--- src/sv/tspi_pkg.sv ---
// Shared types and constants for the timed sample playback interpolator.
package tspi_pkg;

    localparam int IDX_W    = 10;
    localparam int CH_W     = 4;
    localparam int TIME_W   = 32;
    localparam int VAL_W    = 32;
    localparam int CNT_W    = 11;
    localparam int WGT_W    = 17;
    localparam int S_DATA_W = 80;
    localparam int M_DATA_W = 72;

    localparam logic [1:0] KIND_DROP  = 2'd0;
    localparam logic [1:0] KIND_LOAD  = 2'd1;
    localparam logic [1:0] KIND_QUERY = 2'd2;

    typedef struct packed {
        logic [1:0]        kind;
        logic [IDX_W-1:0]  idx;
        logic [CH_W-1:0]   ch;
        logic [TIME_W-1:0] time_us;
        logic [VAL_W-1:0]  value;
    } tspi_item_t;

endpackage

--- src/sv/tspi_front.sv ---
// Input side: accepts words, classifies them and queues them for the sequencer.
module tspi_front
    import tspi_pkg::*;
#(
    parameter int MAX_ENTRIES = 1024,
    parameter int CHANNELS    = 14
) (
    input  logic                clk,
    input  logic                rst_n,
    input  logic                s_tvalid,
    output logic                s_tready,
    input  logic [S_DATA_W-1:0] s_tdata,
    input  logic [0:0]          s_tuser,
    output logic                q_valid,
    output tspi_item_t          q_item,
    input  logic                q_pop
);

    tspi_item_t item_in;
    tspi_item_t fifo_reg [2];
    logic       wr_ptr_reg;
    logic       rd_ptr_reg;
    logic [1:0] fill_reg;
    logic       push;

    always_comb
    begin
        item_in.idx     = s_tdata[9:0];
        item_in.ch      = s_tdata[13:10];
        item_in.time_us = s_tdata[45:14];
        item_in.value   = s_tdata[77:46];
        if (s_tuser[0])
        begin
            item_in.kind = KIND_QUERY;
        end
        else if (32'(item_in.idx) < 32'(MAX_ENTRIES) && 32'(item_in.ch) < 32'(CHANNELS))
        begin
            item_in.kind = KIND_LOAD;
        end
        else
        begin
            item_in.kind = KIND_DROP;
        end
    end

    assign s_tready = (fill_reg != 2'd2);
    assign push     = s_tvalid && s_tready;
    assign q_valid  = (fill_reg != 2'd0);
    assign q_item   = fifo_reg[rd_ptr_reg];

    always_ff @(posedge clk or negedge rst_n)
    begin
        if (!rst_n)
        begin
            wr_ptr_reg <= 1'b0;
            rd_ptr_reg <= 1'b0;
            fill_reg   <= 2'd0;
        end
        else
        begin
            if (push)
            begin
                wr_ptr_reg <= ~wr_ptr_reg;
            end
            if (q_pop)
            begin
                rd_ptr_reg <= ~rd_ptr_reg;
            end
            fill_reg <= fill_reg + 2'(push) - 2'(q_pop);
        end
    end

    always_ff @(posedge clk)
    begin
        if (push)
        begin
            fifo_reg[wr_ptr_reg] <= item_in;
        end
    end

endmodule

--- config.mk ---
export PLATFORM = sky130hd
export DESIGN_NAME = tspi_front
export DESIGN_NICKNAME = d
export VERILOG_FILES = /design/src/sv/tspi_pkg.sv /design/src/sv/tspi_front.sv
export SDC_FILE = /design/constraint.sdc
export NUM_CORES = 1
export LEC_CHECK = 0
export BUFFER_PORTS_ARGS = -buffer_cell sky130_fd_sc_hd__buf_4
export CORE_MARGIN = 10
export CORE_UTILIZATION = 53
export CTS_BUF_LIST = sky130_fd_sc_hd__clkbuf_2 sky130_fd_sc_hd__clkbuf_4 sky130_fd_sc_hd__clkbuf_8
export DETAILED_ROUTE_END_ITERATION = 12
export GPL_ROUTABILITY_DRIVEN = 1
export GPL_TIMING_DRIVEN = 0
export PLACE_DENSITY = 0.9
export SLEW_MARGIN = 20
export SYNTH_ARGS = -nofsm -noshare
export SYNTH_HDL_FRONTEND = slang
export SYNTH_SLANG_ARGS = --single-unit
--- constraint.sdc ---
create_clock -name clk -period 4.95 [get_ports clk]
set_input_delay 0.495 -clock clk [delete_from_list [all_inputs] [get_ports clk]]
set_output_delay 0.495 -clock clk [all_outputs]
set_load 0.01 [all_outputs]
# Word-level counts from Yosys, hierarchy flattened
# Memory sizes are Yosys's and may differ from the RTL's.
# Index checks and enable logic that the tools add are counted.
[word_totals] register_bits=4 ram_bits=160 in_bits=85 out_inout_bits=82 word_cells=16 n_memories=1
[mem_list] name="fifo_reg" depth=2 width=80 read_ports=1 rd_ports_with_merged_regs=0 wr=1 line_no="tspi_front.sv:20" text="tspi_item_t fifo_reg [2];"
[classes] addsub=2 order_cmp=1 n_eq_ne=1 muxes=4 n_bitwise=2 n_reduce_logical=2
[op_table] operator="< comparator 4 bit (second input constant)" count=1
[op_table] operator="two-way mux 1 bit" count=3
[op_table] operator="adder 2 x 1 -> 2 bit" count=1
[op_table] operator="two-way mux 2 bit" count=1
[op_table] operator="!= test 2 bit (second input constant)" count=1
[op_table] operator="inverter 1 bit" count=2
[op_table] operator="nonzero test 2 bit" count=1
[op_table] operator="subtractor 2 x 1 -> 2 bit" count=1
[op_table] operator="logical AND 1 bit" count=1

# Longest topological paths before layout
# Gate-level depths: netlist of run 1.
[logic_depth] word_depth=4 depth_mapped=5 ltp_nobuf=5

# Worst setup path before layout of run 1
# OpenSTA, ideal clock, no wires.
[synth_path] kind="register to register" from="register fill_reg[1]" to="memory fifo_reg[0][0] in the netlist's numbering (enable)" setup_time_ns=0.519 arrival_ns=4.025 required_ns=4.431 path_slack_ns=0.406 stages_incl_launch_ff=4 path_buffers=0 synth_period_minus_slack_ns=4.544 cell_sequence="dfrtp_1 -> nand2b_1 -> nand2_1 -> nor2_1"
[synth_between] elab_chain_len=4
[synth_lines] item="from (decl)" line_no="tspi_front.sv:23" text="logic [1:0] fill_reg;"
[synth_lines] item="from (signal assigned)" line_no="tspi_front.sv:69" text="fill_reg <= fill_reg + 2'(push) - 2'(q_pop);"
[synth_lines] item="!= test 2 bit" line_no="tspi_front.sv:46" text="assign s_tready = (fill_reg != 2'd2);"
[synth_lines] item="net s_tready" line_no="tspi_front.sv:11" text="output logic s_tready,"
[synth_lines] item="logical AND 1 bit" line_no="tspi_front.sv:47" text="assign push = s_tvalid && s_tready;"
[synth_lines] item="two-way mux 1 bit" line_no="tspi_front.sv:75" text="if (push)"
[synth_lines] item="two-way mux 1 bit (not written as such)" line_no="tspi_front.sv:77" text="fifo_reg[wr_ptr_reg] <= item_in;"
[synth_lines] item="to (decl)" line_no="tspi_front.sv:20"
# The timed path passes the listed nets, and every way through them passes these cells.

==> results of run 1 <==
-- where the power goes --
group          total (W)  switching [W]  internal, W
clock            0.00101       0.000461     0.000551
combinational    0.00191       0.000823      0.00109
sequential       0.00198      0.0000862      0.00189
total            0.00491        0.00137      0.00353
-- through the flow --
stage               utilization, %  cell area (um^2)  instances  total power, W  TNS [ns]
finish                        70.1              8350        615         0.00491         0
global route                  70.1              8350        615         0.00514         0
CTS                           70.1              8350        615         0.00498         0
detailed placement            66.4              7910        582         0.00396         0
global placement              65.4              7790        578         0.00389   -105.24
floorplan                        -              6380        267         0.00319         0
-- cell families after synthesis --
family	share of synthesized area, %
AOI/OAI and AO/OA	0.392
muxes	18.8
buffers and inverters	2.69
adders and majority gates	0.196
and+or+nand+nor	0.530
xor gates and xnor gates	0.549
DFF	76.9
-- worst register-to-register path: stages (launching register included) --
cell      delay (ns)
dfrtp_1         0.43
nand2b_1        0.14
nand2_1         0.16
nor2_4          0.52
buf_16          0.25
buf_12          0.21
-- cells in the mapped netlist --
cell type	count	area (um^2)
a21bo_1	1	10.0
a21oi_2	1	8.76
a31oi_1	1	6.26
and3_1	1	6.26
buf_12	8	160
buf_6	1	11.3
dfrtp_1	4	100
edfxtp_1	160	4800
ha_1	1	12.5
mux2_2	1	11.3
mux2_4	79	1190
nand2_1	1	3.75
nand2b_1	1	6.26
nor2_1	1	3.75
nor3b_1	1	7.51
or2_2	1	6.26
xnor2_1	3	26.3
xor2_1	1	8.76
-- final cells by class --
type | count | area, um^2 | area share, %
Buffer | 9 | 171 | 2.05
Clock buffer | 18 | 241 | 2.89
Clock inverter | 14 | 184 | 2.20
Multi-Input combinational cell | 94 | 1320 | 15.8
Sequential cell | 164 | 4900 | 58.8
Tap cell | 147 | 184 | 2.20
Timing Repair Buffer | 169 | 1340 | 16.1
-- path summary, 6_finish.rpt --
check / cells past startpoint / startpoint / to
max in group asynchronous: 2 / rst_n / fill_reg[0]
min: 1 / s_tdata[45] / fifo_reg[1][63]
max: 4 / rd_ptr_reg / q_item[19]
max reg2reg: 5 / fill_reg[1] / fifo_reg[0][29]
min in group asynchronous: 2 / rst_n / fill_reg[1]
min reg2reg: 1 / fill_reg[0] / fill_reg[0]
-- routing by layer --
metal / up-vias / global-route usage, % / wire, um
li1: 1437 / - / -
met1: 1548 / 14.4 / 4280
met2: 117 / 25.6 / 6600
met3: 16 / 7.02 / 1160
met4: 0 / 7.08 / 211
met5: - / 0 / 0
-- timing repair --
item	CTS	global route
setup endpoints to repair	0	0
hold endpoints to repair	4	0
hold buffers	1	0
gates resized for setup	0	0
==> flow_summary_export.csv, run 1 <==
group,metric,value,unit
routing,detail-route-antenna-nets,0,
critical_path,r2r_slack,2.93,ns
critical_path,slowest_stage,"dfrtp_1",
cells_and_area,drive_gt1_share,62.0,%
die,die_h,130,um
clocking,cts-root-buf,"clkbuf_8",
cells_and_area,largest_reg_flops,160,
run,max_cap_violations,0,
critical_path,cp.arrival,1.67,ns
yosys,syn_area,6380,um^2
critical_path,path_class,"flop to output pin",
die,row_count,40,
die,start_util,53.6,%
placement,dp_slack,2.89,ns
yosys,synth_seq_cells,164,
routing,num_vias,3118,
critical_path,crit_path_end_kind,"output pin",
sta,clock.fmax,461,MHz
critical_path,path_cells,"buf_6 > buf_12 > mux2_4 > buf_4",
clocking,post_cts_buffers,0,
sta,clock_skew,0.00816,ns
sta,finalHoldViolCount,0,
critical_path,cp_slowest_stage_delay,0.35,ns
sta,final_max_slew_viol_count,0,
cells_and_area,fin_nets,541,
global_route,grt_pass1_vias,3418,
clocking,cts_sinks,164,
yosys,synthCells,267,
critical_path,cp_top_family,"buffers and inverters",
die,core-area,11900,um^2
sta,period_needed,2.17,ns
sta,rsz0062_at_grt,"no",
worst_hold_path,hp-class,"input pin to flop",
clocking,cts_tree,"yes",
cells_and_area,final_common_cell,"buf_4",
yosys,synth_area_per_cell,23.9,um^2
clocking,h-tree-depth,4,
sta,holdWs,0.226,ns
cells_and_area,fill_cells,733,
yosys,syn_nets,353,
sta,relSlewSlack,58.5,%
global_route,grtUsageTotal,14.7,%
pwr,max-vdd-ir-drop,383,uV
sta,setup_ws,2.78,ns
yosys,seq_area_frac_synth,76.9,%
cells_and_area,final_cell_mix,"buf_4 (164), edfxtp_1 (160), mux2_4 (79)",
clocking,clk_pin_slew,0.09,ns
critical_path,crit_fanout,10,
routing,avgRoutedWirePerCell,19.9,um
routing,drt-pass1-iter-count,5,
die,pin_count,167,
sta,setup_viol,0,
cells_and_area,syn_to_final_growth,30.8,%
die,dieArea,16800,um^2
routing,drc,0,
global_route,grt_max_degree,45,
pwr,p_leak,3.35,nW
critical_path,cp.required,4.45,ns
global_route,grt_overflow,0,
global_route,grt_pass1_wl,18400,um
clocking,clock_path_buffers,2,
global_route,antenna_found_initial,0,
sta,worst_slew_pin_slew,0.621,ns
routing,drt-total-wl,12300,um
routing,drtIter0Drc,123,
clocking,cts_buffers,17,
routing,viasPerCell,5.07,
cells_and_area,antenna_cells,0,
critical_path,crit_path_start_kind,"flop",
pwr,p_per_area,588,nW/um^2
die,die-width,130,um
sta,timing.final.crit_share,43.8,%
yosys,ys_warn_count,0,
clocking,clk_latency,0.44,ns
run_status,run_status,"completed",
yosys,synth.distinct_cells,18,
placement,post-dp-hpwl,9030,um
critical_path,crit_buf_inv,3,
placement,place_congestion,0.727,
placement,port_buffers,164,
(Power assumes the default switching activity.)
==> run 2, diff against run 1 <==
Clock period 4.95 ns to 2.2 ns, I/O delays scaled along.
==> run 2 against run 1 <==
  * Combinational power increased by 130%
  * Critical path depth up 1
  * Via count grew 10%
  * Utilization up 6.8 points
  * Cell area is 9.8% higher
  * Clock-buffer cell count did not move
  * Sequential power is 130% higher
  * Sequential share of layout area shrank 5.2 points
  * Routed wire length rose by 15%
  * Cell count rose by 13%
  * Total power increased by 130%
  * Non-clock buffer count grew 80
  * Critical endpoint is now fifo_reg[0][64]
  * Largest cell class unchanged
  * Highest routed layer unchanged
==> flow_summary_export.csv, run 2 (synthesis gave the netlist of run 1 again) <==
group,metric,value,unit
routing,drc,0,
critical_path,crit_buf_inv,2,
die,pin_count,167,
global_route,grt_max_degree,44,
cells_and_area,largest_reg_flops,160,
clocking,h-tree-depth,4,
routing,drt-pass1-iter-count,4,
sta,final_max_slew_viol_count,0,
placement,port_buffers,164,
routing,wl_met1,4860,um
cells_and_area,syn_to_final_growth,43.6,%
clocking,cts_buffers,17,
clocking,clk_pin_slew,0.07,ns
clocking,clk_latency,0.44,ns
critical_path,crit_path_start_kind,"flop",
sta,setup_viol,0,
clocking,cts-root-buf,"clkbuf_8",
sta,worst_slew_pin_slew,0.690,ns
die,start_util,53.6,%
cells_and_area,utilization,76.9,%
die,dieArea,16800,um^2
routing,drt-total-wl,14100,um
cells_and_area,fin_nets,621,
global_route,grt_pass1_vias,3798,
worst_hold_path,hp-class,"input pin to asynchronous set/reset pin",
pwr,p_leak,3.70,nW
sta,clock_skew,0.00767,ns
die,die-width,130,um
critical_path,cp_slowest_stage_delay,0.57,ns
pwr,p_per_area,1240,nW/um^2
cells_and_area,final_cell_mix,"buf_4 (164), edfxtp_1 (160), dlygate4sd3_1 (81)",
global_route,grt_pass1_wl,21400,um
sta,clock.fmax,498,MHz
critical_path,cp.arrival,2.16,ns
placement,dp_slack,0.169,ns
clocking,clock_path_buffers,2,
critical_path,cp_top_family,"simple AND/OR/NAND/NOR gates",
routing,num_vias,3444,
routing,drtIter0Drc,228,
sta,setup_ws,0.190,ns
sta,holdWs,0.105,ns
routing,highest_layer,"met4",
sta,finalHoldViolCount,0,
sta,timing.final.crit_share,91.4,%
global_route,antenna_found_initial,1,
sta,rsz0062_at_grt,"no",
critical_path,r2r_slack,0.19,ns
placement,place_congestion,0.699,
critical_path,path_cells,"nand2b_1 > nand2_2 > nor2_4 > buf_16 > buf_8",
sta,relSlewSlack,53.9,%
die,row_count,40,
routing,wl_met3,1220,um
critical_path,r2r-start,"fill_reg[1]",
die,die_h,130,um
global_route,grtUsageTotal,17.3,%
placement,post-dp-hpwl,8960,um
cells_and_area,drive_gt1_share,52.9,%
critical_path,path_class,"flop to flop",
critical_path,r2r_end,"fifo_reg[0][64]",
cells_and_area,final_common_cell,"buf_4",
sta,period_needed,2.01,ns
routing,detail-route-antenna-nets,0,
run,max_cap_violations,0,
die,core-area,11900,um^2
critical_path,cp.required,2.35,ns
critical_path,crit_path_end_kind,"flop",
routing,dr_wl_met2,7720,um
clocking,cts_sinks,164,
routing,avgRoutedWirePerCell,20.3,um
run_status,run_status,"completed",
critical_path,crit_fanout,22,
routing,viasPerCell,4.96,
critical_path,slowest_stage,"nor2_4",
critical_path,rr_worst_depth,5,
global_route,grt_overflow,0,
clocking,cts_tree,"yes",
pwr,max-vdd-ir-drop,883,uV
==> run 2: worst reg2reg max path: cells and delay by family (launching register included) <==
family        cells  cell delay [ns]
simple gates      3             0.84
buf+inv           2             0.44
flops             1             0.43
==> run 2: stage by stage <==
step           cells  instance area [um^2]  power [W]  setup TNS (ns)
3_3_place_gp     578                  7810    0.00868          -68.65
3_5_place_dp     582                  7890    0.00890               0
4_1_cts          693                  9160     0.0115               0
5_1_grt          694                  9160     0.0119               0
6_report         695                  9160     0.0114               0
2_1_floorplan    267                  6390    0.00714           -8.19
==> run 2: routing by layer <==
layer  up-vias  track usage (%)
li1       1591                -
met1      1694             17.7
met2       133             30.2
met3        26             7.34
met4         0             7.74
met5         -                0
==> run 2: final cells by class <==
class | instances | area [um^2]
sequential | 164 | 4900
fill | 652 | 2750
timing repair buffer | 249 | 2120
multi-input combinational | 94 | 1320
clock buffer | 18 | 241
clock inverter | 12 | 211
tap | 147 | 184
buffer | 9 | 171
antenna | 2 | 5.00
==> run 2: worst max path at each step <==
stage / startpoint / endpoint / slack [ns] / cells after the start
after floorplan: fill_reg[1] / fifo_reg[0][0] / -0.10 / 3
after global placement: fill_reg[1] / fifo_reg[0][21] / -0.60 / 3
after detailed placement: fill_reg[1] / fifo_reg[0][20] / 0.17 / 5
after CTS: fill_reg[1] / fifo_reg[0][21] / 0.17 / 5
after global routing: fill_reg[0] / fifo_reg[0][62] / 0.05 / 5
final: fill_reg[1] / fifo_reg[0][64] / 0.19 / 5
==> run 2: power by group <==
part,leakage [nW],internal (W),switching [W]
registers,1.53,0.00427,0.000203
logic,1.94,0.00252,0.00194
clock network,0.221,0.00145,0.000993
total,3.70,0.00824,0.00314
==> run 2: repair_timing <==
action,in CTS,in global routing
resized for setup,0,0
setup buffers,0,0
endpoints found under the hold margin,163,0
hold buffers,81,0
==> run 3, diff against run 2 <==
Settings changed: ABC_AREA set to 1.
==> run 3 against run 2 <==
  * Total power is 2.7% lower
  * Highest routed layer unchanged
  * Critical endpoint is now fifo_reg[0][9]
  * Hold slack worse by 0.021 ns
  * Critical path type unchanged
  * Global-route usage fell by 0.11 points
  * Non-clock buffer count rose by 3
  * Cell area rose by 0.48%
  * Die area grew 0.17%
  * Utilization increased by 0.37 points
  * Maximum frequency grew 0.34%
==> flow_summary_export.csv, run 3 <==
group,metric,value,unit
run_status,run_status,"completed",
sta,relSlewSlack,49.3,%
critical_path,path_class,"flop to flop",
clocking,h-tree-depth,4,
yosys,syn_nets,364,
placement,dp_slack,0.230,ns
routing,drtIter0Drc,216,
yosys,synthCells,278,
routing,viasPerCell,4.93,
die,start_util,53.7,%
pwr,p_per_area,1200,nW/um^2
clocking,clk_pin_slew,0.08,ns
sta,finalHoldViolCount,0,
clocking,clk_latency,0.44,ns
pwr,p_leak,3.75,nW
yosys,synth_area_leader_cell,"edfxtp_1",
yosys,synth-simple-area-share,0.959,%
yosys,synth_area_per_cell,23.0,um^2
yosys,ys_top_cells_by_area,"edfxtp_1 (75%), mux2_4 (19%), buf_12 (2.5%)",
sta,rsz0062_at_grt,"no",
yosys,yosys.cell_count.top_type,"edfxtp_1",
clocking,cts_resized,0,
die,core-area,11900,um^2
cells_and_area,fill_cells,660,
yosys,async_reset_ff_share,2.44,%
run,max_cap_violations,0,
routing,avgRoutedWirePerCell,19.7,um
routing,drc,0,
placement,post_dp_cell_area,8030,um^2
worst_hold_path,hp-class,"input pin to flop",
routing,num_vias,3499,
cells_and_area,stdcell_area,9210,um^2
clocking,cts-root-buf,"clkbuf_8",
die,row_count,40,
die,pin_count,167,
clocking,cts_buffers,17,
yosys,synthMuxAreaShare,18.7,%
yosys,synth.distinct_cells,15,
yosys,seq_area_frac_synth,76.7,%
yosys,syn_area,6390,um^2
die,die-width,130,um
cells_and_area,fin_nets,635,
sta,final_max_slew_viol_count,0,
sta,period_needed,2.00,ns
placement,post-dp-hpwl,8990,um
sta,worst_slew_pin_slew,0.759,ns
global_route,antenna_found_initial,0,
die,dieArea,16900,um^2
critical_path,crit_path_start_kind,"flop",
yosys,synth_edf_count,160,
yosys,synth_seq_cells,164,
die,die_h,130,um
global_route,grt_pass1_vias,3937,
routing,detail-route-antenna-nets,0,
global_route,grt_max_degree,25,
cells_and_area,final_common_cell,"buf_4",
critical_path,crit_fanout,21,
yosys,synth_compound_area_share,0.215,%
yosys,ys_warn_count,0,
global_route,grtUsageTotal,17.2,%
clocking,cts_sinks,164,
clocking,cts_tree,"yes",
yosys,yosys.area_share.xor_xnor,0.137,%
sta,setup_ws,0.197,ns
critical_path,crit_path_end_kind,"flop",
cells_and_area,final_cell_mix,"buf_4 (164), edfxtp_1 (160), dlygate4sd3_1 (81)",
cells_and_area,syn_to_final_growth,44.0,%
sta,setup_viol,0,
global_route,grt_overflow,0,
yosys,ys_top_cells_by_count,"edfxtp_1 (160), mux2_4 (79), nand2_1 (10)",
routing,drt-pass1-iter-count,4,
critical_path,cp.arrival,2.15,ns
sta,clock_skew,0.00797,ns
placement,place_congestion,0.729,
sta,holdWs,0.0842,ns
yosys,synth_ff_type,"edfxtp_1",
pwr,max-vdd-ir-drop,729,uV
yosys,synth_top_area_share,75.2,%
sta,timing.final.crit_share,91.0,%
placement,port_buffers,164,
cells_and_area,drive_gt1_share,52.8,%
cells_and_area,largest_reg_flops,160,
critical_path,cp.required,2.35,ns
sta,clock.fmax,499,MHz
clocking,clock_path_buffers,2,
yosys,synthAdderAreaFrac,0.196,%
routing,drt-total-wl,14000,um
yosys,synth_top_family_by_area,"multiplexers",
global_route,grt_pass1_wl,21800,um
run 3: per-layer routing:
| layer | part of all wire [%] | GRT usage (%) | routed length (um) |
|---|---|---|---|
| met1 | 38 | 18.5 | 5260 |
| met2 | 54 | 30.6 | 7630 |
| met3 | 6.4 | 6.00 | 897 |
| met4 | 1.5 | 6.15 | 214 |
| met5 | 0 | 0 | 0 |
run 3: worst max-delay path: stages (launching register included):
cell,delay (ns)
dfrtp_1,0.37
inv_1,0.07
nand2_2,0.13
nand2_4,0.09
nor2_4,0.59
buf_16,0.25
buf_16,0.17
run 3: kinds of logic after synthesis:
logic type,count (synthesis)
AOI/OAI and AO/OA,2
DFF,164
xor gates and xnor gates,1
adders and majority gates,1
muxes,80
buffers and inverters,15
and+or+nand+nor,15
run 3: path summary, 6_finish.rpt:
path | slack, ns | cells after the start | start | to
worst max-delay path | 0.20 | 6 | fill_reg[0] | fifo_reg[0][9]
worst min-delay path | 0.08 | 3 | s_tvalid | wr_ptr_reg
worst max register to register | 0.20 | 6 | fill_reg[0] | fifo_reg[0][9]
worst min register to register | 0.56 | 1 | fill_reg[0] | fill_reg[0]
max in group asynchronous | 1.97 | 2 | rst_n | rd_ptr_reg
min in group asynchronous | 0.12 | 2 | rst_n | wr_ptr_reg
run 3: power by group:
group          internal, W  switching, W  total [W]  leakage (nW)
clock network     0.000980       0.00102    0.00200         0.187
registers          0.00425      0.000189    0.00444          1.53
logic              0.00263       0.00199    0.00463          2.03
run 3: per-stage QoR:
step	instances	power, W	TNS (ns)	utilization, %
after floorplan	278	0.00713	-2.36	-
after global placement	589	0.00870	-97.80	65.8
after detailed placement	596	0.00905	0	67.4
after CTS	709	0.0112	0	77.3
after global routing	709	0.0116	0	77.3
final	710	0.0111	0	77.3
run 3: cell type report:
class                           instances  area, um^2  share of cell area (%)
Antenna cell                            1        2.50                  0.0272
Buffer                                  9         171                    1.86
Clock buffer                           23         285                    3.10
Clock inverter                          9        81.3                   0.884
Inverter                                6        22.5                   0.245
Multi-Input combinational cell         99        1320                    14.3
Sequential cell                       164        4900                    53.3
Tap cell                              147         184                    2.00
Timing Repair Buffer                  252        2230                    24.3
run 3: what timing repair did:
item / CTS / global route
hold buffers: 81 / 0
setup buffers: 0 / 0
endpoints found under the hold margin: 163 / 0
